File: config.mk
export PLATFORM = sky130hd
export DESIGN_NAME = sd_spi_csd_lock_sequencer_core
export DESIGN_NICKNAME = d
export VERILOG_FILES = /design/src/sv/sdcl_pkg.sv /design/src/sv/sd_spi_csd_lock_sequencer_core.sv /design/src/sv/sdcl_front.sv /design/src/sv/sdcl_back.sv
export SDC_FILE = /design/constraint.sdc
export NUM_CORES = 1
export LEC_CHECK = 0
export BUFFER_PORTS_ARGS = -buffer_cell sky130_fd_sc_hd__clkbuf_2
export CORE_MARGIN = 2
export CORE_UTILIZATION = 57
export CTS_CLUSTER_DIAMETER = 40
export DETAILED_ROUTE_END_ITERATION = 8
export PLACE_DENSITY = 0.77
export SLEW_MARGIN = 10
export SYNTH_ARGS = -nofsm -noshare
export SYNTH_HDL_FRONTEND = slang
export SYNTH_SLANG_ARGS = --single-unit
File: constraint.sdc
create_clock -name aclk -period 4.9 [get_ports aclk]
set_clock_uncertainty 0.05 [all_clocks]
set_input_delay 0.245 -clock aclk [delete_from_list [all_inputs] [get_ports aclk]]
set_output_delay 0.245 -clock aclk [all_outputs]
set_load 0.005 [all_outputs]
File: src/sv/sdcl_pkg.sv
// Package for the SD SPI CSD lock sequencer: types, codes and the CRC7 helper.
// No dependencies.
package sdcl_pkg;

    localparam logic [1:0] FUNC_READ   = 2'd0;
    localparam logic [1:0] FUNC_TOGGLE = 2'd1;
    localparam logic [1:0] FUNC_BYTE   = 2'd2;
    localparam logic [1:0] FUNC_UNUSED = 2'd3;

    localparam logic [1:0] ST_OK      = 2'd0;
    localparam logic [1:0] ST_NODET   = 2'd1;
    localparam logic [1:0] ST_TIMEOUT = 2'd2;
    localparam logic [1:0] ST_RWFAIL  = 2'd3;

    typedef struct packed {
        logic [1:0] func;
        logic [7:0] rx_byte;
    } sdcl_item_t;

    typedef struct packed {
        logic [7:0] tx_byte;
        logic       exchange;
        logic       select_card;
        logic       done_res;
        logic [1:0] status;
        logic [1:0] card_type;
        logic       locked;
    } sdcl_result_t;

    function automatic logic [6:0] crc7_add(input logic [6:0] crc, input logic [7:0] b);
        logic [7:0] c;
        logic [7:0] d;
        c = {1'b0, crc};
        d = b;
        for (int k = 0; k < 8; k++) begin
            c = {c[6:0], 1'b0};
            if (d[7] ^ c[7]) c = c ^ 8'h09;
            d = {d[6:0], 1'b0};
        end
        return c[6:0];
    endfunction

endpackage

File: src/sv/sd_spi_csd_lock_sequencer_core.sv
// Top level of the SD SPI-mode CSD lock sequencer.
// Depends on sdcl_pkg, sdcl_front and sdcl_back.
//
// Takes one transaction per cycle while s_tready is high: each start or byte_done
// item yields at most one result (next byte to exchange, or completion with status).
// An accepted transaction is written into the two-entry queue; the back-end sequencer
// updates its state and writes the result into its output register. While a result
// waits on m_tready the sequencer holds and the queue takes up to two more items
// before s_tready drops. func code 3 and bytes while idle give no result.
module sd_spi_csd_lock_sequencer_core
    import sdcl_pkg::*;
(
    input  logic        aclk,
    input  logic        aresetn,
    input  logic        cfg_we,
    input  logic [2:0]  cfg_idx,
    input  logic [15:0] cfg_data,
    input  logic        s_tvalid,
    output logic        s_tready,
    input  logic [7:0]  s_tdata,  // rx_byte[7:0]
    input  logic [1:0]  s_tuser,  // func[1:0]
    output logic        m_tvalid,
    input  logic        m_tready,
    output logic [15:0] m_tdata   // tx_byte, exchange, select_card, done_res, status,
                                  // card_type, locked
);
    sdcl_item_t   in_item, q_item;
    sdcl_result_t res;
    logic         q_valid, q_ready;

    assign in_item.func    = s_tuser;
    assign in_item.rx_byte = s_tdata;

    sdcl_front u_front (
        .aclk(aclk), .aresetn(aresetn), .in_valid(s_tvalid), .in_ready(s_tready),
        .in_item(in_item), .q_valid(q_valid), .q_ready(q_ready), .q_item(q_item)
    );

    sdcl_back u_back (
        .aclk(aclk), .aresetn(aresetn), .cfg_we(cfg_we), .cfg_idx(cfg_idx),
        .cfg_data(cfg_data), .q_valid(q_valid), .q_ready(q_ready), .q_item(q_item),
        .out_valid(m_tvalid), .out_ready(m_tready), .out_res(res)
    );

    assign m_tdata = {res.locked, res.card_type, res.status, res.done_res,
                      res.select_card, res.exchange, res.tx_byte};
endmodule

File: src/sv/sdcl_front.sv
// Front end: accepts input transactions, drops ignored codes, feeds the queue.
// Depends on sdcl_pkg.
module sdcl_front
    import sdcl_pkg::*;
(
    input  logic       aclk,
    input  logic       aresetn,
    input  logic       in_valid,
    output logic       in_ready,
    input  sdcl_item_t in_item,
    output logic       q_valid,
    input  logic       q_ready,
    output sdcl_item_t q_item
);
    sdcl_item_t buf_reg [2];
    logic [1:0] cnt_reg;
    logic       rd_reg, wr_reg;
    logic       push, pop, keep;

    assign in_ready = (cnt_reg != 2'd2);
    assign keep     = (in_item.func != FUNC_UNUSED);
    assign push     = in_valid && in_ready && keep;
    assign q_valid  = (cnt_reg != 2'd0);
    assign pop      = q_valid && q_ready;
    assign q_item   = buf_reg[rd_reg];

    always_ff @(posedge aclk) begin
        if (!aresetn) begin
            cnt_reg <= 2'd0;
            rd_reg  <= 1'b0;
            wr_reg  <= 1'b0;
        end else begin
            if (push) begin
                buf_reg[wr_reg] <= in_item;
                wr_reg <= ~wr_reg;
            end
            if (pop) rd_reg <= ~rd_reg;
            cnt_reg <= cnt_reg + {1'b0, push} - {1'b0, pop};
        end
    end
endmodule

File: src/sv/sdcl_back.sv
// Back end: the sequencer state machine and the CSD store, with an output register.
// Depends on sdcl_pkg.
module sdcl_back
    import sdcl_pkg::*;
(
    input  logic         aclk,
    input  logic         aresetn,
    input  logic         cfg_we,
    input  logic [2:0]   cfg_idx,
    input  logic [15:0]  cfg_data,
    input  logic         q_valid,
    output logic         q_ready,
    input  sdcl_item_t   q_item,
    output logic         out_valid,
    input  logic         out_ready,
    output sdcl_result_t out_res
);
    localparam logic [4:0] PH_IDLE = 5'd0, PH_WAKE = 5'd1, PH_C_PRE = 5'd2,
        PH_C_SEL = 5'd3, PH_C_CMD = 5'd4, PH_C_ARG = 5'd5, PH_C_CRC = 5'd6,
        PH_C_RESP = 5'd7, PH_C_TAIL = 5'd8, PH_BURN = 5'd9, PH_FINAL = 5'd10,
        PH_DWAIT = 5'd11, PH_DREAD = 5'd12, PH_DCRC = 5'd13, PH_TOKEN = 5'd14,
        PH_WDATA = 5'd15, PH_WCRC = 5'd16, PH_DUMMY = 5'd17, PH_BUSY = 5'd18;
    localparam logic [2:0] R_CMD0 = 3'd0, R_CMD8 = 3'd1, R_ACMD41 = 3'd2,
        R_CMD58 = 3'd3, R_CMD1 = 3'd4, R_CMD16 = 3'd5, R_CMD9 = 3'd6, R_CMD27 = 3'd7;
    localparam logic [2:0] CFG_WAKE = 3'd0, CFG_IDLE = 3'd1, CFG_RESP = 3'd2,
        CFG_INIT = 3'd3, CFG_DATA = 3'd4, CFG_BUSY = 3'd5;

    logic [7:0]  wake_reg, idle_reg, resp_reg, data_reg;
    logic [15:0] init_reg, busyp_reg;
    logic [7:0]  csd_reg [16];
    logic [15:0] csd_v_reg;
    logic [4:0]  phase_reg, phase_next;
    logic [7:0]  cmd_reg, cmd_next;
    logic [4:0]  idx_reg, idx_next;
    logic [15:0] poll_reg, poll_next, try_reg, try_next;
    logic [6:0]  crc_reg, crc_next;
    logic [1:0]  kind_reg, kind_next;
    logic [31:0] arg_reg, arg_next;
    logic        acmd_reg, acmd_next, sel_reg, sel_next;
    logic [2:0]  ret_reg, ret_next;
    logic [7:0]  last_reg, last_next;
    logic        ov_reg;
    sdcl_result_t res_reg;

    logic        go, emit, is_ex, o_sel, wr_en, clr, tog, lock_bit;
    logic [7:0]  o_tx, rx, wr_data;
    logic [1:0]  o_st;
    logic [3:0]  wr_idx;
    logic [15:0] poll_inc, try_inc;
    logic [31:0] arg_eff;
    logic [15:0] e_wake, e_idle, e_resp, e_data, e_init, e_busy;

    function automatic logic [15:0] eff8(input logic [7:0] v);
        return (v == 8'd0) ? 16'd1 : {8'd0, v};
    endfunction

    assign e_wake = eff8(wake_reg);
    assign e_idle = eff8(idle_reg);
    assign e_resp = eff8(resp_reg);
    assign e_data = eff8(data_reg);
    assign e_init = (init_reg == 16'd0) ? 16'd1 : init_reg;
    assign e_busy = (busyp_reg == 16'd0) ? 16'd1 : busyp_reg;

    assign q_ready = !ov_reg || out_ready;
    assign go      = q_valid && q_ready;
    assign rx      = q_item.rx_byte;
    assign poll_inc = poll_reg + 16'd1;
    assign try_inc  = try_reg + 16'd1;
    assign arg_eff  = acmd_reg ? 32'd0 : arg_reg;
    assign lock_bit = csd_v_reg[14] && csd_reg[14][4];

    always_comb begin
        phase_next = phase_reg; cmd_next = cmd_reg; idx_next = idx_reg;
        poll_next = poll_reg; try_next = try_reg; crc_next = crc_reg;
        kind_next = kind_reg; arg_next = arg_reg; acmd_next = acmd_reg;
        sel_next = sel_reg; ret_next = ret_reg; last_next = last_reg;
        emit = 1'b0; is_ex = 1'b0; o_tx = 8'd0; o_sel = 1'b0; o_st = ST_OK;
        wr_en = 1'b0; wr_idx = 4'd0; wr_data = 8'd0; clr = 1'b0; tog = 1'b0;

        // Inline helpers expressed as flags processed at the end.
        begin : seq
            logic do_x, x_sel, do_fin, do_beg, beg_acmd, do_issue, do_ret, do_cc;
            logic [7:0] x_tx, beg_wire, issue_wire, r;
            logic [31:0] beg_arg;
            logic [2:0] beg_ret;
            logic [1:0] fin_st;
            do_x = 1'b0; x_sel = 1'b0; x_tx = 8'hFF; do_fin = 1'b0; fin_st = ST_OK;
            do_beg = 1'b0; beg_acmd = 1'b0; beg_wire = 8'd0; beg_arg = 32'd0;
            beg_ret = R_CMD0; do_issue = 1'b0; issue_wire = 8'd0; do_ret = 1'b0;
            do_cc = 1'b0; r = 8'd0;
            if (go) begin
                if (q_item.func == FUNC_READ) begin
                    kind_next = 2'd0; acmd_next = 1'b0; poll_next = 16'd0;
                    phase_next = PH_WAKE; do_x = 1'b1;
                end else if (q_item.func == FUNC_TOGGLE) begin
                    tog = 1'b1;
                    do_beg = 1'b1; beg_wire = 8'h5B; beg_ret = R_CMD27;
                end else if (phase_reg != PH_IDLE) begin
                    unique case (phase_reg)
                        PH_WAKE: begin
                            poll_next = poll_inc;
                            if (poll_inc < e_wake) do_x = 1'b1;
                            else begin
                                try_next = 16'd0; do_beg = 1'b1; beg_wire = 8'h40;
                                beg_ret = R_CMD0;
                            end
                        end
                        PH_C_PRE: begin phase_next = PH_C_SEL; do_x = 1'b1; x_sel = 1'b1; end
                        PH_C_SEL: begin
                            phase_next = PH_C_CMD; do_x = 1'b1; x_sel = 1'b1; x_tx = cmd_reg;
                        end
                        PH_C_CMD: begin
                            idx_next = 5'd0; phase_next = PH_C_ARG; do_x = 1'b1; x_sel = 1'b1;
                            x_tx = arg_eff[31:24];
                        end
                        PH_C_ARG: begin
                            idx_next = idx_reg + 5'd1; do_x = 1'b1; x_sel = 1'b1;
                            unique case (idx_reg[1:0])
                                2'd0: x_tx = arg_eff[23:16];
                                2'd1: x_tx = arg_eff[15:8];
                                2'd2: x_tx = arg_eff[7:0];
                                default: begin
                                    phase_next = PH_C_CRC;
                                    x_tx = (cmd_reg == 8'h40) ? 8'h95 :
                                           (cmd_reg == 8'h48) ? 8'h87 : 8'h01;
                                end
                            endcase
                        end
                        PH_C_CRC: begin
                            poll_next = 16'd0; phase_next = PH_C_RESP; do_x = 1'b1;
                            x_sel = 1'b1;
                        end
                        PH_C_RESP: begin
                            poll_next = poll_inc;
                            if (!rx[7] || poll_inc >= e_resp) begin
                                last_next = rx;
                                if (cmd_reg == 8'h48 || cmd_reg == 8'h49 ||
                                    cmd_reg == 8'h5B || cmd_reg == 8'h7A) begin
                                    do_cc = 1'b1; r = rx;
                                end else begin
                                    phase_next = PH_C_TAIL; do_x = 1'b1;
                                end
                            end else begin
                                do_x = 1'b1; x_sel = 1'b1;
                            end
                        end
                        PH_C_TAIL: begin do_cc = 1'b1; r = last_reg; end
                        PH_BURN: begin
                            idx_next = idx_reg + 5'd1;
                            if (idx_reg + 5'd1 < 5'd4) begin do_x = 1'b1; x_sel = 1'b1; end
                            else begin
                                try_next = 16'd0; do_beg = 1'b1;
                                if (cmd_reg == 8'h48) begin
                                    beg_wire = 8'h69; beg_arg = 32'h4000_0000;
                                    beg_acmd = 1'b1; beg_ret = R_ACMD41;
                                end else begin
                                    beg_wire = 8'h41; beg_ret = R_CMD1;
                                end
                            end
                        end
                        PH_FINAL: begin
                            clr = 1'b1; do_beg = 1'b1; beg_wire = 8'h49; beg_ret = R_CMD9;
                        end
                        PH_DWAIT: begin
                            poll_next = poll_inc;
                            if (rx == 8'hFE) begin
                                idx_next = 5'd0; phase_next = PH_DREAD; do_x = 1'b1;
                                x_sel = 1'b1;
                            end else if (rx != 8'hFF || poll_inc >= e_data) begin
                                do_fin = 1'b1; fin_st = ST_RWFAIL;
                            end else begin
                                do_x = 1'b1; x_sel = 1'b1;
                            end
                        end
                        PH_DREAD: begin
                            if (!idx_reg[4]) begin
                                wr_en = 1'b1; wr_idx = idx_reg[3:0]; wr_data = rx;
                            end
                            idx_next = idx_reg + 5'd1;
                            if (idx_reg + 5'd1 >= 5'd16) phase_next = PH_DCRC;
                            do_x = 1'b1; x_sel = 1'b1;
                        end
                        PH_DCRC: begin do_fin = 1'b1; fin_st = ST_OK; end
                        PH_TOKEN, PH_WDATA: begin
                            logic [4:0] bi;
                            logic [7:0] b;
                            bi = (phase_reg == PH_TOKEN) ? 5'd0 : idx_reg;
                            b = csd_v_reg[bi[3:0]] ? csd_reg[bi[3:0]] : 8'd0;
                            phase_next = PH_WDATA; do_x = 1'b1; x_sel = 1'b1;
                            if (bi < 5'd15) begin
                                crc_next = crc7_add(crc_reg, b);
                                idx_next = bi + 5'd1; x_tx = b;
                            end else begin
                                idx_next = bi; phase_next = PH_WCRC;
                                x_tx = {crc_reg, 1'b1};
                            end
                        end
                        PH_WCRC: begin
                            idx_next = 5'd0; phase_next = PH_DUMMY; do_x = 1'b1; x_sel = 1'b1;
                        end
                        PH_DUMMY: begin
                            idx_next = idx_reg + 5'd1; do_x = 1'b1; x_sel = 1'b1;
                            if (idx_reg + 5'd1 >= 5'd2) begin
                                poll_next = 16'd0; phase_next = PH_BUSY;
                            end
                        end
                        PH_BUSY: begin
                            poll_next = poll_inc;
                            if (rx != 8'd0) begin do_fin = 1'b1; fin_st = ST_OK; end
                            else if (poll_inc >= e_busy) begin
                                do_fin = 1'b1; fin_st = ST_TIMEOUT;
                            end else begin
                                do_x = 1'b1; x_sel = 1'b1;
                            end
                        end
                        default: ;
                    endcase
                end
            end

            // Command completion, including the CMD55 leg of ACMD41.
            if (do_cc) begin
                if (acmd_reg) begin
                    acmd_next = 1'b0;
                    if (r > 8'd1) do_ret = 1'b1;
                    else begin do_issue = 1'b1; issue_wire = 8'h69; end
                end else do_ret = 1'b1;
            end

            if (do_ret) begin
                unique case (ret_reg)
                    R_CMD0: begin
                        try_next = try_inc;
                        if (r == 8'h01) begin
                            do_beg = 1'b1; beg_wire = 8'h48; beg_arg = 32'h1AA;
                            beg_ret = R_CMD8;
                        end else if (try_inc >= e_idle) begin
                            do_fin = 1'b1; fin_st = ST_NODET;
                        end else begin
                            do_beg = 1'b1; beg_wire = 8'h40; beg_ret = R_CMD0;
                        end
                    end
                    R_CMD8: begin
                        if (r == 8'h01) begin
                            idx_next = 5'd0; phase_next = PH_BURN; do_x = 1'b1; x_sel = 1'b1;
                        end else begin
                            do_beg = 1'b1; beg_wire = 8'h7A; beg_ret = R_CMD58;
                        end
                    end
                    R_ACMD41: begin
                        try_next = try_inc;
                        if (r == 8'd0 || try_inc >= e_init) begin
                            kind_next = 2'd2; phase_next = PH_FINAL; do_x = 1'b1;
                            x_sel = sel_reg;
                        end else begin
                            do_beg = 1'b1; beg_wire = 8'h69; beg_arg = 32'h4000_0000;
                            beg_acmd = 1'b1; beg_ret = R_ACMD41;
                        end
                    end
                    R_CMD58: begin
                        if (r == 8'h01) begin
                            idx_next = 5'd0; phase_next = PH_BURN; do_x = 1'b1; x_sel = 1'b1;
                        end else begin
                            phase_next = PH_FINAL; do_x = 1'b1; x_sel = sel_reg;
                        end
                    end
                    R_CMD1: begin
                        try_next = try_inc;
                        do_beg = 1'b1;
                        if (r == 8'd0 || try_inc >= e_init) begin
                            beg_wire = 8'h50; beg_arg = 32'd512; beg_ret = R_CMD16;
                        end else begin
                            beg_wire = 8'h41; beg_ret = R_CMD1;
                        end
                    end
                    R_CMD16: begin
                        kind_next = 2'd1; phase_next = PH_FINAL; do_x = 1'b1;
                        x_sel = sel_reg;
                    end
                    R_CMD9: begin
                        poll_next = 16'd0; phase_next = PH_DWAIT; do_x = 1'b1; x_sel = 1'b1;
                    end
                    default: begin
                        if (r != 8'd0) begin do_fin = 1'b1; fin_st = ST_RWFAIL; end
                        else begin
                            crc_next = 7'd0; phase_next = PH_TOKEN; do_x = 1'b1;
                            x_sel = 1'b1; x_tx = 8'hFE;
                        end
                    end
                endcase
            end

            if (do_beg) begin
                ret_next = beg_ret; arg_next = beg_arg; acmd_next = beg_acmd;
                do_issue = 1'b1; issue_wire = beg_acmd ? 8'h77 : beg_wire;
            end
            if (do_issue) begin
                cmd_next = issue_wire; phase_next = PH_C_PRE; do_x = 1'b1;
                x_sel = 1'b0; x_tx = 8'hFF;
            end
            if (do_x) begin
                emit = 1'b1; is_ex = 1'b1; o_tx = x_tx; o_sel = x_sel; sel_next = x_sel;
            end
            if (do_fin) begin
                emit = 1'b1; is_ex = 1'b0; o_tx = 8'd0; o_sel = 1'b0; o_st = fin_st;
                phase_next = PH_IDLE;
            end
        end
    end

    always_ff @(posedge aclk) begin
        if (!aresetn) begin
            wake_reg <= 8'd10; idle_reg <= 8'd10; resp_reg <= 8'd10;
            init_reg <= 16'd20000; data_reg <= 8'd100; busyp_reg <= 16'd65535;
            csd_v_reg <= '0; phase_reg <= PH_IDLE; cmd_reg <= 8'd0; idx_reg <= 5'd0;
            poll_reg <= 16'd0; try_reg <= 16'd0; crc_reg <= 7'd0; kind_reg <= 2'd0;
            arg_reg <= 32'd0; acmd_reg <= 1'b0; sel_reg <= 1'b0; ret_reg <= R_CMD0;
            last_reg <= 8'd0; ov_reg <= 1'b0;
        end else begin
            if (cfg_we) begin
                unique case (cfg_idx)
                    CFG_WAKE: wake_reg  <= cfg_data[7:0];
                    CFG_IDLE: idle_reg  <= cfg_data[7:0];
                    CFG_RESP: resp_reg  <= cfg_data[7:0];
                    CFG_INIT: init_reg  <= cfg_data;
                    CFG_DATA: data_reg  <= cfg_data[7:0];
                    CFG_BUSY: busyp_reg <= cfg_data;
                    default: ;
                endcase
            end
            phase_reg <= phase_next; cmd_reg <= cmd_next; idx_reg <= idx_next;
            poll_reg <= poll_next; try_reg <= try_next; crc_reg <= crc_next;
            kind_reg <= kind_next; arg_reg <= arg_next; acmd_reg <= acmd_next;
            sel_reg <= sel_next; ret_reg <= ret_next; last_reg <= last_next;
            if (clr) csd_v_reg <= '0;
            else if (tog) begin
                csd_v_reg[14] <= 1'b1;
                csd_reg[14] <= (csd_v_reg[14] ? csd_reg[14] : 8'd0) ^ 8'h10;
            end else if (wr_en) begin
                csd_v_reg[wr_idx] <= 1'b1;
                csd_reg[wr_idx] <= wr_data;
            end
            if (emit) ov_reg <= 1'b1;
            else if (out_ready) ov_reg <= 1'b0;
            if (emit) begin
                res_reg.tx_byte <= o_tx;
                res_reg.exchange <= is_ex;
                res_reg.select_card <= o_sel;
                res_reg.done_res <= !is_ex;
                res_reg.status <= o_st;
                res_reg.card_type <= kind_next;
                res_reg.locked <= tog ? !lock_bit : (clr ? 1'b0 :
                    ((wr_en && wr_idx == 4'd14) ? wr_data[4] : lock_bit));
            end
        end
    end

    assign out_valid = ov_reg;
    assign out_res   = res_reg;
endmodule

==> results.md <==
- Status: finished, final reports clean
- Synth Register Bits: 324
- VDD IR-drop max: ~340 uV
- FFs w/ async S/R, synth: 0%
- P&R area growth vs syn: 16.2%
- XOR/XNOR share of the synthesized area: under 10%
- FMAX: 0.215 GHz
- Port buffer count: 51
- Mapped Area: 17400 um^2
- Root Buffer: clkbuf_16
- Post-DP Area: 18400 um^2
- I/O pin total: 52
- Final WL: approximately 50000 um
- Final Slew Violations: 0
- Die ar.: about 32000 um^2
- Clk slew on worst S/H paths: 0.05 ns
- Number of detailed-route iterations in the first pass: 6
- Drt wl/cell: around 21 um
- Internal power: 5560 uW
- Seq/Total Area, Yosys: around 47%
- Predominant post-synthesis flop cell: edfxtp_1
- CP max stage delay: around 0.47 ns
- Nets@finish: just over 2000
- Initial Util: between 50 and 60%
- Largest net degree at the start of global routing: 70
- Pre-CTS WS: roughly 0.38 ns
- Total GRT Usage: 31.0%
- Crit path max-delay cell type: or4_1
- Clock power frac: 43.9%
- Core ar.: about 30000 um^2
- Gr ovfl total: 0
- CP Launch Type: register
- Setup crit start: u_back.poll_reg[2]$_SDFF_PN0_
- Final min period: around 4.6 ns
- Critical Path RT: 5.08 ns
- Vias: ~15000
- Die width: between 150 and 200 um
- Synthesized net count: between 1500 and 2000
- Synth top area cells: edfxtp_1 (28%), dfxtp_1 (18%), ha_1 (5.1%), nand2_1 (4.8%), a21oi_1 (3.9%)
- Synth cell types: between 90 and 100
- RSZ-0062 raised after global routing: false
- TNS Setup: 0 ns
- Num rows: 64
- Area leader, netlist: edfxtp_1
- H-tree levels: 2
- Power Dens Cells: around 390 nW/um^2
- P_leak: around 0.0077 uW
- WS Path Type: reg -> reg
- Die Y: ~180 um
- Hold path start: cfg_data[1]
- GP Congestion: just under 1
- Vias in the first global route: 14300
- Worst-path cell chain: nand3_2 > nor2_1 > and3_1 > xor2_1 > ha_1 > and4_1 > o21ai_0 > o211ai_1 > nor2_2 > a2111oi_4 > buf_4 > o211ai_1 > or4_1 > and3_1 > a31oi_2 > buf_4
- Reg2reg start: u_back.poll_reg[2]$_SDFF_PN0_
- Combinational family with the most area after synthesis: compound AO/OA/AOI/OAI gates
- Top post-synthesis cells by count: nand2_1 (222), edfxtp_1 (164), dfxtp_1 (160)
- Final worst slack: 0.254 ns
- Layout cells sized above 1: about 14%
- Multiplexer share of the synthesized area: roughly 4%
- Mapped Cells: approximately 1800
- Compound-cell area share of the yosys netlist: 20.4%
- Fin crit share: between 90% and 100%
- Mean Syn Cell Area: about 9.5 um^2
- Final hold vios: 0
- Max Root-Sink Buffers: 3
- NetSw: 2250 uW
- DRC: 0
- Via density: approximately 6.4
- Post-route cell area: between 20000 and 25000 um^2
- Antenna-violating nets left: 0
- Relative slew slack: 13.0%
- Setup-failing EPs final: 0
- YS warnings: 0
- TritonCTS Buffers: 48
- Post-synthesis adder-cell area fraction: under 10%
- First-pass GRT wire length: ~78000 um
- Worst slew pin tran: approximately 1.3 ns
- Initial antenna violation count: 1
- Drt initial violations: 1715
- Hold Path Class: in -> reg
- Worst-skew pair later-pin latency: ~0.57 ns
- Sw Share: about 29%
- Final core occ: between 60% and 70%
- Top-count cell post-synth: nand2_1
- Largest register FFs: between 100 and 150
- CTS Sinks: about 320
- TritonCTS clock tree: done
- Max cap viols: 0
- Comb power frac: 15.6%
- Crit path DAT: around 4.8 ns
- Synth Area in Simple Gates: 16.5%
- Sequential Power Share: roughly two fifths
- CP Max Fanout: 16
- Share of the synthesized area in the top cell type: between 20% and 30%
- Post-synth EDFFs: roughly 160
- DP HPWL: roughly 35000 um
- WHS: 0.0239 ns
- CP Capture Type: register
-- worst max-delay path: cells and delay by family (launching register included) --
kind,cells,cell delay [ns]
DFF,1,0.44
and+or+nand+nor,7,1.72
xor gates and xnor gates,1,0.22
AOI/OAI and AO/OA,5,1.21
adders and majority gates,1,0.21
buffers and inverters,2,0.47
-- cell type report --
class / count / area (um^2)
Sequential cell: 324 / 8130
Clock inverter: 33 / 357
Fill cell: 2341 / 10100
Inverter: 93 / 349
Timing Repair Buffer: 152 / 1070
Clock buffer: 57 / 1270
Multi-Input combinational cell: 1312 / 8570
Antenna cell: 1 / 2.50
Tap cell: 396 / 495
-- layout by cell type, fill, tap and decap left out, types with 21 or more instances in the layout --
| master | n |
|---|---|
| a211oi_1 | 35 |
| a21o_1 | 21 |
| a21oi_1 | 136 |
| a22oi_1 | 27 |
| a31oi_1 | 25 |
| buf_4 | 80 |
| clkbuf_16 | 48 |
| clkbuf_2 | 51 |
| dfxtp_1 | 158 |
| dlygate4sd3_1 | 21 |
| edfxtp_1 | 164 |
| ha_1 | 71 |
| inv_1 | 90 |
| mux2i_1 | 35 |
| nand2_1 | 222 |
| nand3_1 | 47 |
| nand4_1 | 27 |
| nor2_1 | 151 |
| nor3_1 | 40 |
| o211ai_1 | 45 |
| o21ai_0 | 72 |
| xnor2_1 | 30 |
| xor2_1 | 21 |
-- through the flow --
step / instances / power (uW)
floorplan: 1826 / 3930
global placement: 2254 / 4360
detailed placement: 2254 / 4370
CTS: 2365 / 7800
global route: 2368 / 8080
finish: 2368 / 7810
-- final timing paths --
path | cells past startpoint | endpoint | slack, ns
max | 16 | u_back.out_res[1]$_DFFE_PP_ | 0.25
min | 3 | u_back.data_reg[1]$_SDFFE_PN0P_ | 0.02
max reg2reg | 16 | u_back.out_res[1]$_DFFE_PP_ | 0.25
min reg2reg | 2 | u_back.csd_v_reg[3]$_SDFFE_PP0P_ | 0.40
-- routing by layer --
layer	vias up	global-route usage, %	part of all wire, %
met2	761	49.1	46
met3	147	4.41	8.3
met1	7278	43.0	42
li1	7042	-	-
met5	-	0	0
met4	0	12.1	3.6
-- power by group through the flow --
stage	Clock, uW	Combinational [uW]	Sequential [uW]
final	3430	1220	3160
after global routing	3590	1320	3180
after CTS	3450	1180	3160
after detailed placement	0	1160	3210
after global placement	0	1150	3210
after floorplan	0	792	3140
-- what timing repair did --
action | CTS | global route
endpoints found under the setup margin | 0 | 16
hold buffers | 21 | 0
hold endpoints to repair | 42 | 0
resized for setup | 0 | 3
buffers inserted | 0 | 2
-- cells by family after synthesis --
| family | after synthesis |
|---|---|
| AOI/OAI and AO/OA | 516 |
| DFF | 324 |
| buffers and inverters | 190 |
| and+or+nand+nor | 616 |
| muxes | 54 |
| xor gates and xnor gates | 55 |
| adders and majority gates | 71 |
Note: power is estimated with default switching activity, not from simulation.
